==> src/rtl/core/uss_pkg.sv <==
`timescale 1ns / 1ps
`default_nettype none

package uss_pkg;

  localparam int unsigned TICK_RATE_HZ_DEF = 1000000;

  localparam int unsigned STEP_W   = 24;
  localparam int unsigned RATE_W   = 16;
  localparam int unsigned PERIOD_W = 20;
  localparam int unsigned PHASE_W  = 3;
  localparam int unsigned COIL_W   = 4;

  localparam logic [PERIOD_W-1:0] PERIOD_MAX = {PERIOD_W{1'b1}};
  localparam logic [RATE_W-1:0]   DEF_SPEED_RST = 16'd100;

  // operation codes
  localparam logic [1:0] OP_TICK    = 2'd0;
  localparam logic [1:0] OP_ENABLE  = 2'd1;
  localparam logic [1:0] OP_DISABLE = 2'd2;
  localparam logic [1:0] OP_MOVE    = 2'd3;

  // drive modes
  localparam logic [1:0] MODE_WAVE = 2'd0;
  localparam logic [1:0] MODE_FULL = 2'd1;
  localparam logic [1:0] MODE_HALF = 2'd2;
  // no sequence: coils and phase hold
  localparam logic [1:0] MODE_NONE = 2'd3;

  // configuration register indexes
  localparam logic CFG_DRIVE_MODE    = 1'b0;
  localparam logic CFG_DEFAULT_SPEED = 1'b1;

  localparam logic [COIL_W-1:0] WAVE_PAT [4] = '{4'h1, 4'h2, 4'h4, 4'h8};
  localparam logic [COIL_W-1:0] FULL_PAT [4] = '{4'h3, 4'h6, 4'hC, 4'h9};
  localparam logic [COIL_W-1:0] HALF_PAT [8] =
    '{4'h1, 4'h3, 4'h2, 4'h6, 4'h4, 4'hC, 4'h8, 4'h9};

  typedef struct packed {
    logic exec;         // apply the accepted beat to the state
    logic div_start;    // accepted move: latch count, kick off the divider
    logic load_period;  // divider finished: load period and go busy
  } ctrl_cmd_t;

  typedef struct packed {
    logic move_go;      // move on the input would be taken
    logic div_done;
  } ctrl_sts_t;

  function automatic logic [COIL_W-1:0] coil_pattern(logic [1:0] mode,
                                                     logic [PHASE_W-1:0] ph);
    logic [COIL_W-1:0] pat;
    pat = '0;
    case (mode)
      MODE_WAVE: pat = WAVE_PAT[ph[1:0]];
      MODE_FULL: pat = FULL_PAT[ph[1:0]];
      MODE_HALF: pat = HALF_PAT[ph];
      default:   pat = '0;
    endcase
    return pat;
  endfunction

endpackage

`default_nettype wire

==> src/rtl/core/uss_div.sv <==
`timescale 1ns / 1ps
`default_nettype none

// Bit-serial restoring divider: TICK_RATE_HZ / divisor, one quotient bit
// per cycle, result clamped to [1, PERIOD_MAX].
module uss_div
  import uss_pkg::*;
#(
  parameter int unsigned TICK_RATE_HZ = TICK_RATE_HZ_DEF
) (
  input  wire                 clk_i,
  input  wire                 rst_ni,
  input  wire                 start_i,
  input  wire  [RATE_W-1:0]   divisor_i,
  output logic                done_o,
  output logic [PERIOD_W-1:0] period_o
);

  localparam int unsigned NUM_W = $clog2(TICK_RATE_HZ + 1);
  localparam int unsigned CNT_W = $clog2(NUM_W);
  localparam int unsigned EXT_W = (NUM_W > PERIOD_W) ? NUM_W : PERIOD_W + 1;
  localparam logic [NUM_W-1:0] NUMERATOR = NUM_W'(TICK_RATE_HZ);
  localparam logic [CNT_W-1:0] LAST_CNT  = CNT_W'(NUM_W - 1);

  logic [NUM_W-1:0]  num_q, num_d;
  logic [NUM_W-1:0]  quo_q, quo_d;
  logic [RATE_W-1:0] rem_q, rem_d;
  logic [RATE_W-1:0] dvs_q, dvs_d;
  logic [CNT_W-1:0]  cnt_q, cnt_d;
  logic              run_q, run_d;
  logic              done_q, done_d;

  logic [RATE_W:0]   trial;
  logic [RATE_W:0]   diff;
  logic              fits;
  logic [EXT_W-1:0]  quo_ext;

  assign trial = {rem_q, num_q[NUM_W-1]};
  assign diff  = trial - {1'b0, dvs_q};
  assign fits  = trial >= {1'b0, dvs_q};

  always_comb begin
    num_d  = num_q;
    quo_d  = quo_q;
    rem_d  = rem_q;
    dvs_d  = dvs_q;
    cnt_d  = cnt_q;
    run_d  = run_q;
    done_d = 1'b0;
    if (start_i) begin
      num_d = NUMERATOR;
      quo_d = '0;
      rem_d = '0;
      dvs_d = divisor_i;
      cnt_d = '0;
      run_d = 1'b1;
    end else if (run_q) begin
      num_d = {num_q[NUM_W-2:0], 1'b0};
      quo_d = {quo_q[NUM_W-2:0], fits};
      // remainder stays below the divisor, so it fits RATE_W bits
      rem_d = fits ? diff[RATE_W-1:0] : trial[RATE_W-1:0];
      if (cnt_q == LAST_CNT) begin
        run_d  = 1'b0;
        done_d = 1'b1;
      end else begin
        cnt_d = cnt_q + 1'b1;
      end
    end
  end

  always_ff @(posedge clk_i or negedge rst_ni) begin
    if (!rst_ni) begin
      run_q  <= 1'b0;
      done_q <= 1'b0;
      cnt_q  <= '0;
    end else begin
      run_q  <= run_d;
      done_q <= done_d;
      cnt_q  <= cnt_d;
    end
  end

  always_ff @(posedge clk_i) begin
    num_q <= num_d;
    quo_q <= quo_d;
    rem_q <= rem_d;
    dvs_q <= dvs_d;
  end

  assign quo_ext = EXT_W'(quo_q);
  assign done_o  = done_q;

  always_comb begin
    if (quo_ext > EXT_W'(PERIOD_MAX)) begin
      period_o = PERIOD_MAX;
    end else if (quo_ext == '0) begin
      period_o = PERIOD_W'(1);
    end else begin
      period_o = quo_ext[PERIOD_W-1:0];
    end
  end

endmodule

`default_nettype wire

==> src/rtl/core/uss_dp.sv <==
`timescale 1ns / 1ps
`default_nettype none

module uss_dp
  import uss_pkg::*;
#(
  parameter int unsigned TICK_RATE_HZ = TICK_RATE_HZ_DEF
) (
  input  wire                      clk_i,
  input  wire                      rst_ni,
  input  ctrl_cmd_t                cmd_i,
  output ctrl_sts_t                sts_o,
  input  wire  [1:0]               operation_i,
  input  wire  signed [STEP_W-1:0] step_count_i,
  input  wire  [RATE_W-1:0]        steps_per_second_i,
  input  wire                      cfg_valid_i,
  input  wire                      cfg_index_i,
  input  wire  [RATE_W-1:0]        cfg_data_i,
  output logic [COIL_W-1:0]        coils_o,
  output logic                     busy_o,
  output logic                     enabled_o,
  output logic [PHASE_W-1:0]       phase_o
);

  logic [1:0]          mode_q, mode_d;
  logic [RATE_W-1:0]   dspeed_q, dspeed_d;
  logic [PHASE_W-1:0]  phase_q, phase_d;
  logic                en_q, en_d;
  logic                fwd_q, fwd_d;
  logic [STEP_W-1:0]   steps_q, steps_d;
  logic [PERIOD_W-1:0] period_q, period_d;
  logic [PERIOD_W-1:0] cdown_q, cdown_d;
  logic                busy_q, busy_d;
  logic [COIL_W-1:0]   coil_q, coil_d;

  logic [RATE_W-1:0]   rate;
  logic                div_done;
  logic [PERIOD_W-1:0] div_period;
  logic [PHASE_W-1:0]  phase_adv;
  logic [STEP_W-1:0]   steps_dec;
  logic [STEP_W-1:0]   steps_abs;
  logic                in_seq;

  always_comb begin
    rate = (steps_per_second_i != '0) ? steps_per_second_i : dspeed_q;
    if (rate == '0) begin
      rate = RATE_W'(1);
    end
  end

  uss_div #(
    .TICK_RATE_HZ(TICK_RATE_HZ)
  ) u_div (
    .clk_i    (clk_i),
    .rst_ni   (rst_ni),
    .start_i  (cmd_i.div_start),
    .divisor_i(rate),
    .done_o   (div_done),
    .period_o (div_period)
  );

  assign sts_o.move_go  = (operation_i == OP_MOVE) && en_q && !busy_q;
  assign sts_o.div_done = div_done;

  // next phase one step along the sequence; 4-long modes fold 4..7 back in
  always_comb begin
    if (mode_q == MODE_HALF) begin
      phase_adv = fwd_q ? phase_q + 1'b1 : phase_q - 1'b1;
    end else begin
      phase_adv = {1'b0, fwd_q ? phase_q[1:0] + 2'd1 : phase_q[1:0] - 2'd1};
    end
  end

  assign steps_dec = steps_q - 1'b1;
  assign steps_abs = step_count_i[STEP_W-1] ? STEP_W'(-step_count_i)
                                            : STEP_W'(step_count_i);
  assign in_seq = (mode_q == MODE_HALF) ||
                  (((mode_q == MODE_WAVE) || (mode_q == MODE_FULL)) && !phase_q[2]);

  always_comb begin
    mode_d   = mode_q;
    dspeed_d = dspeed_q;
    phase_d  = phase_q;
    en_d     = en_q;
    fwd_d    = fwd_q;
    steps_d  = steps_q;
    period_d = period_q;
    cdown_d  = cdown_q;
    busy_d   = busy_q;
    coil_d   = coil_q;

    if (cfg_valid_i) begin
      case (cfg_index_i)
        CFG_DRIVE_MODE:    mode_d   = cfg_data_i[1:0];
        CFG_DEFAULT_SPEED: dspeed_d = cfg_data_i;
        default:           mode_d   = mode_q;
      endcase
    end

    if (cmd_i.exec) begin
      case (operation_i)
        OP_TICK: begin
          if (busy_q) begin
            if (cdown_q <= PERIOD_W'(1)) begin
              if (en_q && (steps_q != '0)) begin
                steps_d = steps_dec;
                if (mode_q != MODE_NONE) begin
                  phase_d = phase_adv;
                  coil_d  = coil_pattern(mode_q, phase_adv);
                end
                if (steps_dec != '0) begin
                  cdown_d = period_q;
                end else begin
                  busy_d  = 1'b0;
                  cdown_d = '0;
                end
              end else begin
                steps_d = '0;
                busy_d  = 1'b0;
                cdown_d = '0;
              end
            end else begin
              cdown_d = cdown_q - 1'b1;
            end
          end
        end
        OP_ENABLE: begin
          if (in_seq) begin
            coil_d = coil_pattern(mode_q, phase_q);
          end
          en_d = 1'b1;
        end
        OP_DISABLE: begin
          coil_d  = '0;
          en_d    = 1'b0;
          busy_d  = 1'b0;
          steps_d = '0;
          cdown_d = '0;
        end
        OP_MOVE: begin
          if (cmd_i.div_start) begin
            fwd_d   = !step_count_i[STEP_W-1];
            steps_d = steps_abs;
          end
        end
        default: busy_d = busy_q;
      endcase
    end

    if (cmd_i.load_period) begin
      period_d = div_period;
      cdown_d  = div_period;
      busy_d   = 1'b1;
    end
  end

  always_ff @(posedge clk_i or negedge rst_ni) begin
    if (!rst_ni) begin
      mode_q   <= MODE_WAVE;
      dspeed_q <= DEF_SPEED_RST;
      phase_q  <= '0;
      en_q     <= 1'b0;
      fwd_q    <= 1'b0;
      steps_q  <= '0;
      period_q <= '0;
      cdown_q  <= '0;
      busy_q   <= 1'b0;
      coil_q   <= '0;
    end else begin
      mode_q   <= mode_d;
      dspeed_q <= dspeed_d;
      phase_q  <= phase_d;
      en_q     <= en_d;
      fwd_q    <= fwd_d;
      steps_q  <= steps_d;
      period_q <= period_d;
      cdown_q  <= cdown_d;
      busy_q   <= busy_d;
      coil_q   <= coil_d;
    end
  end

  assign coils_o   = coil_q;
  assign busy_o    = busy_q;
  assign enabled_o = en_q;
  assign phase_o   = phase_q;

endmodule

`default_nettype wire

==> src/rtl/core/uss_ctrl.sv <==
`timescale 1ns / 1ps
`default_nettype none

module uss_ctrl
  import uss_pkg::*;
(
  input  wire        clk_i,
  input  wire        rst_ni,
  input  wire        in_valid_i,
  output logic       in_ready_o,
  output logic       out_valid_o,
  input  wire        out_ready_i,
  input  ctrl_sts_t  sts_i,
  output ctrl_cmd_t  cmd_o
);

  localparam logic ST_IDLE = 1'b0;
  localparam logic ST_DIV  = 1'b1;

  logic state_q, state_d;
  logic ovld_q, ovld_d;
  logic accept;

  // the state registers are the result; a new beat only enters once the
  // pending one leaves
  assign in_ready_o = (state_q == ST_IDLE) && (!ovld_q || out_ready_i);
  assign accept     = in_valid_i && in_ready_o;

  always_comb begin
    state_d           = state_q;
    ovld_d            = ovld_q && !out_ready_i;
    cmd_o.exec        = accept;
    cmd_o.div_start   = 1'b0;
    cmd_o.load_period = 1'b0;
    case (state_q)
      ST_IDLE: begin
        if (accept) begin
          if (sts_i.move_go) begin
            cmd_o.div_start = 1'b1;
            state_d         = ST_DIV;
          end else begin
            ovld_d = 1'b1;
          end
        end
      end
      ST_DIV: begin
        if (sts_i.div_done) begin
          cmd_o.load_period = 1'b1;
          ovld_d            = 1'b1;
          state_d           = ST_IDLE;
        end
      end
      default: state_d = ST_IDLE;
    endcase
  end

  always_ff @(posedge clk_i or negedge rst_ni) begin
    if (!rst_ni) begin
      state_q <= ST_IDLE;
      ovld_q  <= 1'b0;
    end else begin
      state_q <= state_d;
      ovld_q  <= ovld_d;
    end
  end

  assign out_valid_o = ovld_q;

endmodule

`default_nettype wire

==> src/rtl/core/unipolar_stepper_sequencer.sv <==
`timescale 1ns / 1ps
`default_nettype none

// Unipolar stepper sequencer: tick, enable, disable and move commands drive
// four coils in wave, full-step or half-step order (or hold them in the
// no-sequence mode); every command returns one result beat with coils,
// busy, enabled and phase. Tick, enable, disable and a refused move give a
// registered result, and one can enter every cycle as long as results are
// taken. An accepted move computes its period with a bit-serial restoring
// divider, one quotient bit per cycle; its result appears when the divider
// is done, and no beat is taken meanwhile. The configuration port is always
// ready; write it only while the block is idle. No clearing pass after reset.
module unipolar_stepper_sequencer
  import uss_pkg::*;
#(
  parameter int unsigned TICK_RATE_HZ = TICK_RATE_HZ_DEF
) (
  input  wire                      clk_i,
  input  wire                      rst_ni,
  input  wire                      in_valid_i,
  output logic                     in_ready_o,
  input  wire  [1:0]               operation_i,
  input  wire  signed [STEP_W-1:0] step_count_i,
  input  wire  [RATE_W-1:0]        steps_per_second_i,
  output logic                     out_valid_o,
  input  wire                      out_ready_i,
  output logic [COIL_W-1:0]        coils_o,
  output logic                     busy_res_o,
  output logic                     enabled_now_o,
  output logic [PHASE_W-1:0]       phase_o,
  input  wire                      cfg_valid_i,
  output logic                     cfg_ready_o,
  input  wire                      cfg_index_i,
  input  wire  [RATE_W-1:0]        cfg_data_i
);

  ctrl_cmd_t cmd;
  ctrl_sts_t sts;

  assign cfg_ready_o = 1'b1;

  uss_ctrl u_ctrl (
    .clk_i      (clk_i),
    .rst_ni     (rst_ni),
    .in_valid_i (in_valid_i),
    .in_ready_o (in_ready_o),
    .out_valid_o(out_valid_o),
    .out_ready_i(out_ready_i),
    .sts_i      (sts),
    .cmd_o      (cmd)
  );

  uss_dp #(
    .TICK_RATE_HZ(TICK_RATE_HZ)
  ) u_dp (
    .clk_i             (clk_i),
    .rst_ni            (rst_ni),
    .cmd_i             (cmd),
    .sts_o             (sts),
    .operation_i       (operation_i),
    .step_count_i      (step_count_i),
    .steps_per_second_i(steps_per_second_i),
    .cfg_valid_i       (cfg_valid_i),
    .cfg_index_i       (cfg_index_i),
    .cfg_data_i        (cfg_data_i),
    .coils_o           (coils_o),
    .busy_o            (busy_res_o),
    .enabled_o         (enabled_now_o),
    .phase_o           (phase_o)
  );

endmodule

`default_nettype wire

==> config.mk <==
export PLATFORM = sky130hd
export DESIGN_NAME = unipolar_stepper_sequencer
export DESIGN_NICKNAME = d
export VERILOG_FILES = /design/src/rtl/core/uss_pkg.sv /design/src/rtl/core/uss_div.sv /design/src/rtl/core/uss_dp.sv /design/src/rtl/core/uss_ctrl.sv /design/src/rtl/core/unipolar_stepper_sequencer.sv
export SDC_FILE = /design/constraint.sdc
export NUM_CORES = 1
export LEC_CHECK = 0
export ABC_CLOCK_PERIOD_IN_PS = 4200
export BUFFER_PORTS_ARGS = -buffer_cell sky130_fd_sc_hd__buf_2
export CORE_MARGIN = 1
export CORE_UTILIZATION = 49
export DETAILED_ROUTE_END_ITERATION = 10
export PLACE_DENSITY_LB_ADDON = 0.05
export SKIP_LAST_GASP = 1
export SLEW_MARGIN = 20
export SYNTH_ARGS = -nofsm -noshare
export SYNTH_HDL_FRONTEND = slang
export SYNTH_HIERARCHICAL = 1
export SYNTH_SLANG_ARGS = --single-unit
==> constraint.sdc <==
create_clock -name clk_i -period 4.2 [get_ports clk_i]
set_clock_uncertainty 0.05 [all_clocks]
set_input_delay 0.84 -clock clk_i [delete_from_list [all_inputs] [get_ports clk_i]]
set_output_delay 0.84 -clock clk_i [all_outputs]
set_load 0.02 [all_outputs]
==> results.md <==
- The flow ran to the end, and the final reports show no timing, DRC or antenna violations.
- Setup violations remaining at the end of the flow were counted as 0.
- The iteration-0 DRC count of the detailed router is 672.
- The via count of the first global-routing pass is 7858.
- The later-pin clock latency in the skew report is 0.43 ns.
- During synthesis, Yosys emitted a total of 6 warnings.
- The switching share of power is 41.8%.
- The number of clock buffers added by TritonCTS is 17.
- The share of final-layout standard cells stronger than drive strength 1 is 16.2%.
- The net switching power is 3270 uW.
- The die is 147 um tall.
- Summing all placed instances gives a cell area of 10700 um2.
- The tool flagged a number of max-cap violations equal to 0.
- The number of antenna violations at the first check in global routing is 0.
- The worst reg-to-reg path cell count is 10.
- In the synthesized netlist, the number of instances is 1144.
- At the end of routability-driven placement, the weighted congestion stood at 0.855.
- The critical path starts at u_dp/steps_q[0].
- Once detailed placement completed, the half-perimeter wirelength came to 17000 um.
- STA classifies the critical path endpoint as a flop.
- The period utilization is 89.6%.
- After detailed routing, the number of remaining DRC violations is 0.
- The routed length on met3 is 894 um.
- The cell internal power dissipation is 4550 uW.
- The post-route worst hold slack is 0.397 ns.
- The quantity of I/O buffers inserted on ports is 74.
- Sequential elements use 38.8% of the synthesized area.
- The worst-path maximum fanout is 20.
- The number of placement rows is 52.
- The synthesized flop and latch total is 167.
- Of all flip-flops after synthesis, the portion carrying an async set or reset was 60.5%.
- The path category of the worst min-delay check is input pin to async pin.
- The initial core utilization is 50.5%.
- Setup repair after global routing left no endpoint under its margin.
- Dividing total power by cell area gives a power density of 689 nW/um2.
- The top achievable clock speed is 0.266 GHz.
- The worst register-to-register path begins at u_dp/steps_q[0].
- The share of total power dissipated in combinational logic is 43.0%.
- The post-CTS resize count is 0.
- The design draws 7820 uW.
- The number of max-slew violations in the final report is 0.
- The arrival time at the worst endpoint is 3.99 ns.
- Following the worst setup path forward leads to its endpoint at u_dp/cdown_q[6].
- The internal reg-to-reg setup slack is 0.44 ns.
- TritonCTS built the clock tree.
- Entering global routing, the biggest net connects 69 pins.
- In the final routed layout, each cell accounts on average for 16.8 um.
- The area growth from synthesis to layout is 9.60%.
- The register cell area after layout is 4010 um2.
- The average footprint of a synthesized cell is 9.05 um2.
- The number of clock sinks is 167.
- For this block, the routed nets add up to 24400 um of wire.
- After global routing the overflow that remains totals 0.
- In this run, synthesis inferred 16 flip-flops with an integrated enable.
- After clock tree synthesis, the clock-pin slew on the worst setup and hold paths is 0.07 ns.
- The relative slew slack is 36.8%.
- The floorplan step defined a die boundary enclosing 21700 um2.
- The wire length on met1 is 12500 um.
- At the worst endpoint, the required time is 4.42 ns.
- The worst setup path is of the flop to flop kind.
- The fill cell instance count of the final layout is 1871.
- The count of cell types in the netlist is 81.
- The count of nets after finishing is 1268.
- The number of H-tree branching levels is 4.
- The count of final hold-check violations came to 0.
- The count of antenna-violating nets left after detailed routing is 0.
- For this run, the total global-route usage over all layers was measured as 23.1%.
- The via density per instance is 5.78.
- In this run the top signal layer used is met4.
- The number of ports placed on the die boundary is 76.
- The core region is 20500 um2.
- The buffer depth of the longest clock path is 2.
- The total standard cell area after synthesis is 10300 um2.
- For this run, the leading register cell type out of synthesis is dfrtp_1.
- The end of the worst register-to-register path is u_dp/cdown_q[6].
- The root buffer cell chosen for the clock tree is clkbuf_16.
- The horizontal die dimension is 147 um.
- The setup TNS is 0 ns.
- The static leakage is 0.00487 uW.
- The post-layout minimum cycle time is 3.76 ns.
- The first-pass detailed-route iteration total is 5.
- The clock group share of total power is 20.3%.
- The first global-routing pass estimated 40400 um of wire.
- The number of nets handed over by synthesis was 1247.
- The largest vdd supply drop is 0.000299 V.
- The multi-input logic area is 5670 um2.
- The total via count in the routed design is 8372.
- For the pin with the worst max-slew slack, the measured transition is 0.949 ns.
- The number of setup buffers added after CTS is 0.
- The number of hold buffers added after CTS is 0.
- The amount of wire on met2 after detailed routing is 10800 um.
- Per report_power, the sequential group accounts for 36.6% of the total.
- STA classifies the critical path startpoint as a flop.
- Once layout is done, the placed cells without fillers occupy 11300 um2.
- The number of antenna cells inserted is 0.
[critical path, stage by stage (launching register included)]
cell,delay [ns]
dfrtp_1,0.43
inv_1,0.11
ha_1,0.47
or4b_1,0.61
or4_1,0.61
o31a_1,0.31
nor4_2,0.28
nand4_1,0.13
a21oi_1,0.17
buf_4,0.28
o311ai_1,0.15
[kinds of logic after synthesis]
| family | synth area share, % |
|---|---|
| adder cells (fa/ha/maj) | 4.86 |
| flip-flops | 38.8 |
| multiplexers | 8.57 |
| XOR/XNOR | 4.40 |
| other | 0.0362 |
| AND/OR/NAND/NOR | 16.9 |
| AO/OA/AOI/OAI | 19.8 |
| buffers and inverters | 6.59 |
[per-stage QoR]
step	setup slack, ns	utilization [%]	cells
after floorplan	0.328	-	1144
after global placement	0.605	52.4	1416
after detailed placement	0.515	52.4	1416
after CTS	0.496	55.3	1448
after global routing	0.255	55.3	1448
final	0.437	55.3	1448
[area by class of cell]
| type | count | share of cell area (%) |
|---|---|---|
| sequential | 167 | 35.4 |
| clock inverter | 13 | 1.18 |
| multi-input combinational | 829 | 50.0 |
| clock buffer | 19 | 4.09 |
| tap | 270 | 2.98 |
| timing repair buffer | 90 | 4.35 |
| inverter | 60 | 1.99 |
[layer usage]
layer,vias to the layer above,track usage [%]
li1,4175,-
met1,4030,34.6
met2,155,35.1
met3,12,3.57
met4,0,4.64
met5,-,0
[flip-flops by register name, summed over array words and instances, names as in the netlist]
register            cells
u_dp/busy_o             1
u_dp/steps_q           24
u_dp/dspeed_q          16
u_dp/u_div/num_q       14
u_dp/fwd_q              1
u_dp/mode_q             2
u_dp/coils_o            4
u_ctrl/out_valid_o      1
u_dp/period_q          20
u_dp/u_div/run_q        1
u_dp/enabled_o          1
u_dp/cdown_q           20
u_ctrl/state_q          1
u_dp/phase_o            3
u_dp/u_div/dvs_q       16
u_dp/u_div/cnt_q        5
u_dp/u_div/rem_q       16
u_dp/u_div/done_o       1
u_dp/u_div/quo_q       20
[cell usage after synthesis, types with 7 or more instances]
library cell,count,area (um2)
o22ai_1,8,50.1
nor2b_1,7,43.8
a21oi_1,47,235
o21ai_1,9,45.0
nand3_1,18,90.1
nor2_1,105,394
mux2i_1,47,470
nand2_1,92,345
a211oi_1,7,52.6
clkbuf_1,59,221
buf_6,12,135
dfrtp_1,98,2450
edfxtp_1,16,480
nor4_1,27,169
nor3_1,34,170
or3_1,13,81.3
a21o_1,23,173
nand4_1,11,68.8
or4_1,10,75.1
o31ai_1,22,165
ha_1,37,463
a22oi_1,23,173
buf_4,8,60.1
a32oi_1,8,70.1
mux2_2,37,417
inv_1,60,225
xnor2_1,33,289
nand2b_1,10,62.6
xor2_1,19,166
dfxtp_1,50,1000
a311oi_2,8,120
o21ai_0,68,340
[worst min path at each step]
stage               slack, ns              endpoint  depth (start not counted)
floorplan                0.38   u_dp/u_div/num_q[6]                          1
finish                   0.40   u_dp/u_div/cnt_q[3]                          1
detailed placement       0.41  u_dp/u_div/num_q[16]                          2
global route             0.44   u_dp/u_div/num_q[6]                          1
CTS                      0.42   u_dp/u_div/cnt_q[3]                          1
global placement         0.39   u_dp/u_div/num_q[6]                          1
[power by group through the flow]
stage / combinational (uW) / clock, uW / sequential [uW]
after CTS: 3360 / 1630 / 2850
after global placement: 3310 / 0 / 2880
after detailed placement: 3340 / 0 / 2880
final: 3370 / 1590 / 2860
after global routing: 3780 / 1700 / 2960
after floorplan: 2860 / 0 / 2650
[placed cells by master, fill, tap and decap left out, types with 7 or more instances in the layout]
master	instances
o31ai_1	22
xnor2_1	33
mux2i_1	47
a32oi_1	8
xor2_1	19
dfrtp_1	97
nand4_1	11
or3_1	13
nand2b_1	10
o22ai_1	8
a21oi_1	46
nor3_1	32
buf_4	17
a311oi_2	8
nor2b_1	7
a22oi_1	23
ha_1	37
a211oi_1	7
nand3_1	18
o21ai_0	68
nand2_1	92
inv_1	60
clkbuf_16	18
edfxtp_1	16
o21ai_1	9
a21o_1	23
mux2_2	37
nor4_1	27
buf_2	73
dfxtp_1	50
nor2_1	105
or4_1	10
Power figures use the tool's default switching activity.
